`src/rtl/bcnp_pkg.sv`:
```
// Shared definitions for the bounding-box corner nearest-point block.
// Holds default widths, corner geometry and the step control struct.
// No dependencies.
package bcnp_pkg;

  localparam int COORD_WIDTH_DEF = 16;
  localparam int COUNT_WIDTH_DEF = 32;
  localparam int NUM_CORNERS     = 4;

  // Corner order: (min row, min col), (min row, max col),
  // (max row, max col), (max row, min col). A set bit picks the box maximum.
  localparam logic [NUM_CORNERS-1:0] CORNER_MAX_ROW = 4'b1100;
  localparam logic [NUM_CORNERS-1:0] CORNER_MAX_COL = 4'b0110;

  typedef struct packed {
    logic go;     // the held request is applied to the state this cycle
    logic first;  // clear the state before applying the request
  } step_ctl_t;

endpackage

```
`src/rtl/bcnp_corner.sv`:
```
// Distance comparison for one box corner: flags when the new point is
// strictly nearer (Manhattan distance) than the stored point.
// Depends on nothing outside this file.
module bcnp_corner #(
  parameter int COORD_WIDTH = 16
) (
  input  logic signed [COORD_WIDTH-1:0] corner_row,
  input  logic signed [COORD_WIDTH-1:0] corner_col,
  input  logic signed [COORD_WIDTH-1:0] stored_row,
  input  logic signed [COORD_WIDTH-1:0] stored_col,
  input  logic signed [COORD_WIDTH-1:0] pt_row,
  input  logic signed [COORD_WIDTH-1:0] pt_col,
  output logic                          replace
);

  function automatic logic [COORD_WIDTH-1:0] abs_diff(
    input logic [COORD_WIDTH-1:0] a,
    input logic [COORD_WIDTH-1:0] b
  );
    logic [COORD_WIDTH:0] d;
    logic [COORD_WIDTH:0] nd;
    begin
      d  = {a[COORD_WIDTH-1], a} - {b[COORD_WIDTH-1], b};
      nd = -d;
      abs_diff = d[COORD_WIDTH] ? nd[COORD_WIDTH-1:0] : d[COORD_WIDTH-1:0];
    end
  endfunction

  logic [COORD_WIDTH:0] dist_old;
  logic [COORD_WIDTH:0] dist_new;

  always_comb begin
    dist_old = {1'b0, abs_diff(corner_row, stored_row)}
             + {1'b0, abs_diff(corner_col, stored_col)};
    dist_new = {1'b0, abs_diff(corner_row, pt_row)}
             + {1'b0, abs_diff(corner_col, pt_col)};
    replace  = dist_new < dist_old;
  end

endmodule

```
`src/rtl/bcnp_accum.sv`:
```
// Running state: bounding box, nearest point per corner and point count.
// Uses bcnp_pkg and four bcnp_corner comparators.
module bcnp_accum
  import bcnp_pkg::*;
#(
  parameter int COORD_WIDTH = COORD_WIDTH_DEF,
  parameter int COUNT_WIDTH = COUNT_WIDTH_DEF
) (
  input  logic                          clk,
  input  logic                          rst_n,
  input  step_ctl_t                     ctl,
  input  logic signed [COORD_WIDTH-1:0] pt_row,
  input  logic signed [COORD_WIDTH-1:0] pt_col,
  output logic signed [COORD_WIDTH-1:0] near_row_nxt [NUM_CORNERS],
  output logic signed [COORD_WIDTH-1:0] near_col_nxt [NUM_CORNERS],
  output logic        [COUNT_WIDTH-1:0] count_nxt
);

  localparam logic signed [COORD_WIDTH-1:0] COORD_TOP = {1'b0, {(COORD_WIDTH-1){1'b1}}};
  localparam logic signed [COORD_WIDTH-1:0] COORD_BOT = {1'b1, {(COORD_WIDTH-1){1'b0}}};

  logic signed [COORD_WIDTH-1:0] box_min_row_r, box_min_col_r;
  logic signed [COORD_WIDTH-1:0] box_max_row_r, box_max_col_r;
  logic signed [COORD_WIDTH-1:0] near_row_r [NUM_CORNERS];
  logic signed [COORD_WIDTH-1:0] near_col_r [NUM_CORNERS];
  logic        [COUNT_WIDTH-1:0] count_r;

  logic signed [COORD_WIDTH-1:0] box_min_row_nxt, box_min_col_nxt;
  logic signed [COORD_WIDTH-1:0] box_max_row_nxt, box_max_col_nxt;
  logic signed [COORD_WIDTH-1:0] base_min_row, base_min_col;
  logic signed [COORD_WIDTH-1:0] base_max_row, base_max_col;
  logic signed [COORD_WIDTH-1:0] base_row [NUM_CORNERS];
  logic signed [COORD_WIDTH-1:0] base_col [NUM_CORNERS];
  logic        [COUNT_WIDTH-1:0] base_count;
  logic        [NUM_CORNERS-1:0] replace;

  // A first request starts from the reset values instead of the held state.
  always_comb begin
    base_min_row = ctl.first ? COORD_TOP : box_min_row_r;
    base_min_col = ctl.first ? COORD_TOP : box_min_col_r;
    base_max_row = ctl.first ? COORD_BOT : box_max_row_r;
    base_max_col = ctl.first ? COORD_BOT : box_max_col_r;
    base_count   = ctl.first ? '0 : count_r;
    for (int i = 0; i < NUM_CORNERS; i++) begin
      base_row[i] = ctl.first ? COORD_TOP : near_row_r[i];
      base_col[i] = ctl.first ? COORD_TOP : near_col_r[i];
    end
    box_min_row_nxt = (pt_row < base_min_row) ? pt_row : base_min_row;
    box_min_col_nxt = (pt_col < base_min_col) ? pt_col : base_min_col;
    box_max_row_nxt = (pt_row > base_max_row) ? pt_row : base_max_row;
    box_max_col_nxt = (pt_col > base_max_col) ? pt_col : base_max_col;
    count_nxt       = base_count + COUNT_WIDTH'(1);
    for (int i = 0; i < NUM_CORNERS; i++) begin
      near_row_nxt[i] = replace[i] ? pt_row : base_row[i];
      near_col_nxt[i] = replace[i] ? pt_col : base_col[i];
    end
  end

  for (genvar g = 0; g < NUM_CORNERS; g++) begin : g_corner
    bcnp_corner #(
      .COORD_WIDTH (COORD_WIDTH)
    ) u_corner (
      .corner_row (CORNER_MAX_ROW[g] ? box_max_row_nxt : box_min_row_nxt),
      .corner_col (CORNER_MAX_COL[g] ? box_max_col_nxt : box_min_col_nxt),
      .stored_row (base_row[g]),
      .stored_col (base_col[g]),
      .pt_row     (pt_row),
      .pt_col     (pt_col),
      .replace    (replace[g])
    );
  end

  always_ff @(posedge clk) begin
    if (!rst_n) begin
      box_min_row_r <= COORD_TOP;
      box_min_col_r <= COORD_TOP;
      box_max_row_r <= COORD_BOT;
      box_max_col_r <= COORD_BOT;
      count_r       <= '0;
      for (int i = 0; i < NUM_CORNERS; i++) begin
        near_row_r[i] <= COORD_TOP;
        near_col_r[i] <= COORD_TOP;
      end
    end else if (ctl.go) begin
      box_min_row_r <= box_min_row_nxt;
      box_min_col_r <= box_min_col_nxt;
      box_max_row_r <= box_max_row_nxt;
      box_max_col_r <= box_max_col_nxt;
      count_r       <= count_nxt;
      for (int i = 0; i < NUM_CORNERS; i++) begin
        near_row_r[i] <= near_row_nxt[i];
        near_col_r[i] <= near_col_nxt[i];
      end
    end
  end

  // Once a point has been taken the box can never be inverted.
  a_box_ordered: assert property (@(posedge clk) disable iff (!rst_n)
    ctl.go |=> (box_min_row_r <= box_max_row_r) && (box_min_col_r <= box_max_col_r))
    else $error("bounding box inverted after a point was taken");

  a_first_count: assert property (@(posedge clk) disable iff (!rst_n)
    ctl.go && ctl.first |=> count_r == COUNT_WIDTH'(1))
    else $error("count not one after a clearing request");

endmodule

```
`src/rtl/bbox_corner_nearest_points_top.sv`:
```
// Top level of the bounding-box corner nearest-point block.
// Uses bcnp_pkg and bcnp_accum; holds the input and result registers.
//
// Usage:
//   Points of one region arrive on the in_ channel (valid/ready). A request
//   with in_first set clears the box, the corner points and the count before
//   the point is taken; a request with in_last set produces one result on the
//   out_ channel: the stored point nearest each box corner and the number of
//   points taken since the last clear. Requests without in_last produce none.
//   Path: an accepted point is held in the input register while it is
//   folded into the state; if it is a last point, its result is loaded into
//   the result register and shown on the out_ ports once that register is free.
//   Throughput: one point per cycle unless a last point stalls. The box
//   update and the four corner distance compares sit between the input
//   register and the state and result registers, so consecutive points
//   chain with no gap. If the receiver stalls with a result waiting,
//   points without in_last still flow; a last point waits in the input
//   register, and in_ready drops only while that register is occupied by it.
//   Synchronous reset (rst_n low) empties both registers and sets the state
//   to its start values: box min at the largest coordinate, box max at the
//   smallest, every corner point at the largest coordinate, count zero.
module bbox_corner_nearest_points_top
  import bcnp_pkg::*;
#(
  parameter int COORD_WIDTH = COORD_WIDTH_DEF,
  parameter int COUNT_WIDTH = COUNT_WIDTH_DEF
) (
  input  logic                          clk,
  input  logic                          rst_n,
  input  logic                          in_valid,
  output logic                          in_ready,
  input  logic signed [COORD_WIDTH-1:0] in_row,
  input  logic signed [COORD_WIDTH-1:0] in_col,
  input  logic                          in_first,
  input  logic                          in_last,
  output logic                          out_valid,
  input  logic                          out_ready,
  output logic signed [COORD_WIDTH-1:0] out_c0_row,
  output logic signed [COORD_WIDTH-1:0] out_c0_col,
  output logic signed [COORD_WIDTH-1:0] out_c1_row,
  output logic signed [COORD_WIDTH-1:0] out_c1_col,
  output logic signed [COORD_WIDTH-1:0] out_c2_row,
  output logic signed [COORD_WIDTH-1:0] out_c2_col,
  output logic signed [COORD_WIDTH-1:0] out_c3_row,
  output logic signed [COORD_WIDTH-1:0] out_c3_col,
  output logic        [COUNT_WIDTH-1:0] out_points_taken
);

  logic                          s_valid_r;
  logic signed [COORD_WIDTH-1:0] s_row_r, s_col_r;
  logic                          s_first_r, s_last_r;

  logic                          out_valid_r;
  logic signed [COORD_WIDTH-1:0] res_row_r [NUM_CORNERS];
  logic signed [COORD_WIDTH-1:0] res_col_r [NUM_CORNERS];
  logic        [COUNT_WIDTH-1:0] res_count_r;

  logic signed [COORD_WIDTH-1:0] near_row_nxt [NUM_CORNERS];
  logic signed [COORD_WIDTH-1:0] near_col_nxt [NUM_CORNERS];
  logic        [COUNT_WIDTH-1:0] count_nxt;

  logic      out_free;
  logic      out_load;
  logic      in_take;
  step_ctl_t ctl;

  // A held request may be applied unless it needs the result register and
  // that register is still occupied.
  always_comb begin
    out_free  = !out_valid_r || out_ready;
    ctl.go    = s_valid_r && (!s_last_r || out_free);
    ctl.first = s_first_r;
    out_load  = ctl.go && s_last_r;
    in_ready  = !s_valid_r || ctl.go;
    in_take   = in_valid && in_ready;
  end

  bcnp_accum #(
    .COORD_WIDTH (COORD_WIDTH),
    .COUNT_WIDTH (COUNT_WIDTH)
  ) u_accum (
    .clk          (clk),
    .rst_n        (rst_n),
    .ctl          (ctl),
    .pt_row       (s_row_r),
    .pt_col       (s_col_r),
    .near_row_nxt (near_row_nxt),
    .near_col_nxt (near_col_nxt),
    .count_nxt    (count_nxt)
  );

  always_ff @(posedge clk) begin
    if (!rst_n) begin
      s_valid_r <= 1'b0;
    end else if (in_ready) begin
      s_valid_r <= in_valid;
    end
  end

  always_ff @(posedge clk) begin
    if (in_take) begin
      s_row_r   <= in_row;
      s_col_r   <= in_col;
      s_first_r <= in_first;
      s_last_r  <= in_last;
    end
  end

  always_ff @(posedge clk) begin
    if (!rst_n) begin
      out_valid_r <= 1'b0;
    end else if (out_free) begin
      out_valid_r <= out_load;
    end
  end

  always_ff @(posedge clk) begin
    if (out_load) begin
      res_count_r <= count_nxt;
      for (int i = 0; i < NUM_CORNERS; i++) begin
        res_row_r[i] <= near_row_nxt[i];
        res_col_r[i] <= near_col_nxt[i];
      end
    end
  end

  assign out_valid        = out_valid_r;
  assign out_c0_row       = res_row_r[0];
  assign out_c0_col       = res_col_r[0];
  assign out_c1_row       = res_row_r[1];
  assign out_c1_col       = res_col_r[1];
  assign out_c2_row       = res_row_r[2];
  assign out_c2_col       = res_col_r[2];
  assign out_c3_row       = res_row_r[3];
  assign out_c3_col       = res_col_r[3];
  assign out_points_taken = res_count_r;

  // A result is only loaded into a register that is free at that edge.
  a_load_free: assert property (@(posedge clk) disable iff (!rst_n)
    out_load |-> out_free)
    else $error("result loaded over an unread result");

  // A held last request that cannot go stays held with its payload.
  a_stall_holds: assert property (@(posedge clk) disable iff (!rst_n)
    s_valid_r && !ctl.go |=> s_valid_r && $stable(s_last_r) && $stable(s_row_r))
    else $error("held request lost while stalled");

endmodule
```
`config.mk`:
```
export PLATFORM = sky130hd
export DESIGN_NAME = bbox_corner_nearest_points_top
export DESIGN_NICKNAME = d
export VERILOG_FILES = /design/src/rtl/bcnp_pkg.sv /design/src/rtl/bcnp_corner.sv /design/src/rtl/bcnp_accum.sv /design/src/rtl/bbox_corner_nearest_points_top.sv
export SDC_FILE = /design/constraint.sdc
export NUM_CORES = 2
export LEC_CHECK = 0
export BUFFER_PORTS_ARGS = -buffer_cell sky130_fd_sc_hd__buf_2
export CORE_ASPECT_RATIO = 1.4
export CORE_UTILIZATION = 37
export CTS_CLUSTER_SIZE = 30
export DETAILED_ROUTE_END_ITERATION = 10
export PLACE_DENSITY = 0.52
export RECOVER_POWER = 100
export SYNTH_ARGS = -nofsm -noshare
export SYNTH_HDL_FRONTEND = slang
export SYNTH_SLANG_ARGS = --single-unit
```
`constraint.sdc`:
```
create_clock -name clk -period 11.97 [get_ports clk]
set_input_delay 1.197 -clock clk [delete_from_list [all_inputs] [get_ports clk]]
set_output_delay 1.197 -clock clk [all_outputs]
set_load 0.1 [all_outputs]
```
# ---- Word-level counts from Yosys, hierarchy flattened
# Memories as Yosys holds them, arrays and structs flattened.
# Cells that the tools add are included.
dict set report totals {
  ff_bits 164
  ramBits 256
  in_bits 38
  output_inout_bits 162
  mem_count 4
}
dict set report op_classes {
  n_addsub 33
  magnitude_cmp 8
  n_mux 51
  bitwise_logic 8
  n_reduce_logical 9
}
# name depth width read_ports rd_clocked_by_memory_dff write_ports line_no
set memory_table {}
lappend memory_table {res_col_r 4 16 4 0 4 bbox_corner_nearest_points_top.sv:55} ;# logic signed [COORD_WIDTH-1:0] res_col_r [NUM_CORNERS];
lappend memory_table {res_row_r 4 16 4 0 4 bbox_corner_nearest_points_top.sv:54} ;# logic signed [COORD_WIDTH-1:0] res_row_r [NUM_CORNERS];
lappend memory_table {u_accum.near_col_r 4 16 4 0 4 bcnp_accum.sv:25} ;# logic signed [COORD_WIDTH-1:0] near_col_r [NUM_CORNERS];
lappend memory_table {u_accum.near_row_r 4 16 4 0 4 bcnp_accum.sv:24} ;# logic signed [COORD_WIDTH-1:0] near_row_r [NUM_CORNERS];
# cell count
set ops {}
lappend ops {{two-way mux 16 bit} 44}
lappend ops {{subtractor 16 x 16 -> 17 bit} 12}
lappend ops {{negator 16 bit} 12}
lappend ops {{adder 16 x 16 -> 17 bit} 8}
lappend ops {{< comparator 17 bit} 4}
lappend ops {{adder 32 x 1 -> 32 bit (second input constant)} 1}
lappend ops {{> comparator 16 bit} 2}
lappend ops {{< comparator 16 bit} 2}
lappend ops {{two-way mux 32 bit} 1}
lappend ops {{bitwise OR 1 bit} 8}
lappend ops {{two-way mux 1 bit} 6}
lappend ops {{logical AND 1 bit} 3}
lappend ops {{logical NOT 1 bit} 3}
lappend ops {{logical OR 1 bit} 3}

# ---- Depth between registers and ports, before layout
dict set report depth {
  depth_word 10
  depth_mapped 63
}

# ---- Cells and area by module
# Synthesis repeated with hierarchy kept, for this count alone.
dict set report unflattened {
  hier_cells 5275
  area_unflattened_um2 44611.5
}
# module n_inst cells_each area_each_um2
set modules_own_cells {}
lappend modules_own_cells {bcnp_accum 1 1534 13680.6}
lappend modules_own_cells {{bcnp_corner (u_accum.g_corner[0].u_corner)} 1 910 6452.4}
lappend modules_own_cells {{bcnp_corner (u_accum.g_corner[1].u_corner)} 1 901 6287.3}
lappend modules_own_cells {{bcnp_corner (u_accum.g_corner[3].u_corner)} 1 882 6192.2}
lappend modules_own_cells {{bcnp_corner (u_accum.g_corner[2].u_corner)} 1 842 6055.8}
lappend modules_own_cells {bbox_corner_nearest_points_top 1 206 5943.2}

# ---- Worst setup path before layout
# No wires, ideal clock.
dict set report synth_path {
  kind {flip-flop to flip-flop}
  from {reg s_first_r}
  to {mem u_accum.near_col_r[3][10] (data pin)}
  arrival_time_ns 11.792
  required_time_ns 11.692
  setup_slack_ns -0.100
  path_stages_with_launch 59
  n_path_buf 11
  synth_period_minus_slack_ns 12.070
  cell_sequence {edfxtp_1 > buf_2 > clkbuf_8 > clkbuf_1 > clkbuf_1 > buf_1 > buf_1 > buf_1 > nor2_1 > ha_1 > a21o_1 > a21o_1 > a211o_1 > a211oi_1 > a21boi_1 > nor2_1 > clkbuf_1 > nand2_1 > [... 23 more ...] > o21bai_1 > a21oi_1 > o21bai_1 > a21oi_1 > o21bai_1 > a21oi_1 > o21bai_1 > a311o_1 > a21oi_1 > xnor2_1 > ha_1 > a2111oi_0 > nor2b_1 > o21ai_0 > nand2_1 > clkbuf_1 > buf_1 > o211ai_1}
}
# element line_no
set synth_rtl {}
lappend synth_rtl {{start, declared} bbox_corner_nearest_points_top.sv:51} ;# logic s_first_r, s_last_r;
lappend synth_rtl {{start signal, assigned} bbox_corner_nearest_points_top.sv:104} ;# s_first_r <= in_first;
lappend synth_rtl {{end, declared} bcnp_accum.sv:25}

==> summary.md <==
| Metric | Value |
|---|---|
| Hold Path Depth | 2 |
| Syn Area/Cell | 8.41 µm² |
| Critical path type | flop to flop |
| Status | finished, violations left |
| Initial antenna violation count | 6 |
| Number of global-route vias before repair | 33200 |
| Die Height | 383 µm |
| Ys Warns | 0 |
| Filler instances | 10500 |
| Slew Limit Fails | ~460 |
| Via density | 5.62 |
| CTS buffer count | 48 |
| Most frequent cells in the layout | nand2_1, nor2_1, ha_1 |
| Unrepaired setup endpoints after global routing | false |
| Post-synth cell types | 105 |
| Htree depth | 2 |
| Reg2Reg Depth | 52 |
| Final setup viols | 0 |
| WP data required | 12280 ps |
| Sequential fraction of the synthesis area | 0.302 |
| Final hold vios | 0 |
| Register bit total from synthesis | 420 |
| Worst min path class | flop to flop |
| Final instance area | about 0.043 mm² |
| Mapped Cells | 4571 |
| Number of I/O pins | 200 |
| Most common cell after layout, fill and taps aside | nand2_1 |
| Skew-Pair Late Insertion Delay | 640 ps |
| Hold Path Sink | u_accum.box_max_col_r[5] |
| Slew @ Worst Pin | a little under 4000 ps |
| Highest-delay cell along the critical path | edfxtp_1 |
| FF-to-FF setup slack | around 1000 ps |
| Gr usage total | 0.274 |
| Syn Nets | roughly 5100 |
| Global-route wire length before repair | 213 mm |
| DRT antenna net count | 0 |
| Row Count | around 140 |
| Largest net degree at the start of global routing | 86 |
| DRC violations left | 20 |
| Worst path arrival time | 11290 ps |
| Post-synth ARST share | 0 |
| Core ar. | 0.103 mm² |
| Layout area overhead | 12.2% |
| IO Port Bufs | around 200 |
| Final Cycle Share | 0.918 |
| CP bufs+invs | 3 |
| CTS Buffer Depth | 3 |
| Total routed wirelength | 147 mm |
| Reg clk slew, reported paths | about 70 ps |
| CTS Hold Bufs | 0 |
| Starting density of the core | 0.374 |
| Period minus WS final | 10980 ps |
| Die Area | 0.105 mm² |
| Share of layout cells above drive strength 1 | 0.0698 |
| RR Endpoint | res_row_r[0][3] |
| Dpl cells | 6089 |
| TritonCTS clock tree | built |
| TritonCTS Sinks | 420 |
| Cell Area, Placed | roughly 0.042 mm² |
| DR vias | 34800 |
| Violated checks | DRC, capacitance limit, slew limit |
| CP most frequent cell | o21ai_0 |
| Hpwl dp | 116 mm |
| DR WL/cell | around 24 µm |
| Hold_ws | 455 ps |
| CP Capture Type | flop |
| Startpoint class of the critical path | flop |
| R2R Path Start | s_first_r |
| Placer Congestion | 1.00 |
| Slowest stage delay, CP | 460 ps |
| Slew headroom | -1.64 |
| Nets | 5298 |
| Die X | around 270 µm |
| Critical path's top delay family | compound AO/OA/AOI/OAI gates |
| Top_reg_cell synth | edfxtp_1 |
| Number of synthesized flops with an enable pin | 322 |
| Clock skew | 30.4 ps |
| Number of max-cap violations | 9 |
| Achievable Freq | 91.0 MHz |
| Hold_sp | u_accum.box_max_col_r[5] |
| Synthesized cell area | 0.0385 mm² |
| CP max FO | 11 |
| 1st-pass router iterations | 8 |
| DR iter-0 viols | 2424 |
| Clock Tree Root | clkbuf_16 |
| Post-Route Setup TNS | 0 ps |
| GRT overflow | 0 |
| Fin cells | 6185 |
==> synthesized netlist by cell type, types with 25 or more instances <==
library cell,instances,share of area
a211oi_1,39,0.0076
a21o_1,101,0.020
a21oi_1,313,0.041
a31oi_1,42,0.0068
and3_1,32,0.0052
buf_1,28,0.0027
clkbuf_1,122,0.012
dfxtp_1,98,0.051
edfxtp_1,322,0.25
ha_1,439,0.14
inv_1,252,0.025
nand2_1,533,0.052
nand2b_1,52,0.0085
nand3_1,82,0.011
nand4_1,38,0.0062
nor2_1,457,0.045
nor2b_1,54,0.0088
nor3_1,77,0.010
o211ai_1,145,0.028
o21ai_0,354,0.046
o21bai_1,74,0.014
o31ai_1,45,0.0088
or2_2,25,0.0041
or3_1,36,0.0059
xnor2_1,328,0.075
xor2_1,129,0.029
==> kinds of logic (layout without fill, tap and decap cells) <==
| family | after synthesis | after routing | synth area share |
|---|---|---|---|
| muxes | 12 | 12 | 0.00329 |
| AOI/OAI and AO/OA | 1311 | 1311 | 0.217 |
| xor gates and xnor gates | 458 | 458 | 0.104 |
| buffers and inverters | 408 | 679 | 0.0406 |
| other | 0 | 1 | 0 |
| adders and majority gates | 462 | 462 | 0.153 |
| and+or+nand+nor | 1500 | 1503 | 0.179 |
| DFF | 420 | 420 | 0.302 |
==> tightest hold or removal path, stage by stage (launching register included) <==
cell and delay, ps:
dfxtp_1 310, nand2_1 50, a21oi_1 50
==> through the flow <==
stage               utilization  setup slack, ps
finish                    0.420              986
global route              0.420             7.00
CTS                       0.421              412
detailed placement        0.406              514
global placement          0.406              624
floorplan                     -             87.8
==> how the worst max path moves through the flow <==
stage	start	to	slack (ps)	cells past startpoint
2_1_floorplan	s_first_r	u_accum.near_col_r[3][10]	90	58
3_3_place_gp	s_first_r	res_col_r[1][3]	620	44
3_5_place_dp	s_first_r	res_col_r[1][3]	510	44
4_1_cts	s_first_r	res_col_r[1][3]	410	45
5_1_grt	s_first_r	res_col_r[2][14]	7	49
6_report	s_first_r	res_row_r[0][3]	990	52
==> cell type report <==
type	instances	area, µm²	share of cell area
clock buffer	60	1300	0.0301
multi-input combinational	3746	25400	0.588
sequential	420	11600	0.270
inverter	253	950	0.0220
timing repair buffer	336	1890	0.0438
tap	1339	1680	0.0388
clock inverter	30	329	0.00763
antenna	1	2.50	0.0000580
==> flip-flops by register name, summed over array words and instances (netlist names) <==
name / count
res_col_r: 64
out_points_taken: 32
u_accum.near_row_r: 64
s_col_r: 16
s_row_r: 16
u_accum.box_max_col_r: 16
u_accum.count_r: 32
s_last_r: 1
u_accum.near_col_r: 64
u_accum.box_min_col_r: 16
u_accum.box_max_row_r: 16
res_row_r: 64
u_accum.box_min_row_r: 16
s_valid_r: 1
s_first_r: 1
out_valid: 1
==> routing by layer <==
metal | GRT usage | part of all wire | up-vias
met2 | 0.469 | 0.48 | 962
met1 | 0.321 | 0.40 | 16500
li1 | - | - | 17000
met3 | 0.0292 | 0.046 | 304
met4 | 0.183 | 0.078 | 2
met5 | 0 | 0.000075 | -
==> repair_timing <==
item | in CTS | in global routing
setup buffers | 0 | 2
endpoints found under the setup margin | 0 | 253
gates resized for setup | 0 | 24
Power is left out: the tool's default activity adds up to more than one toggle a clock period on the data nets, which glitch-free logic cannot reach.
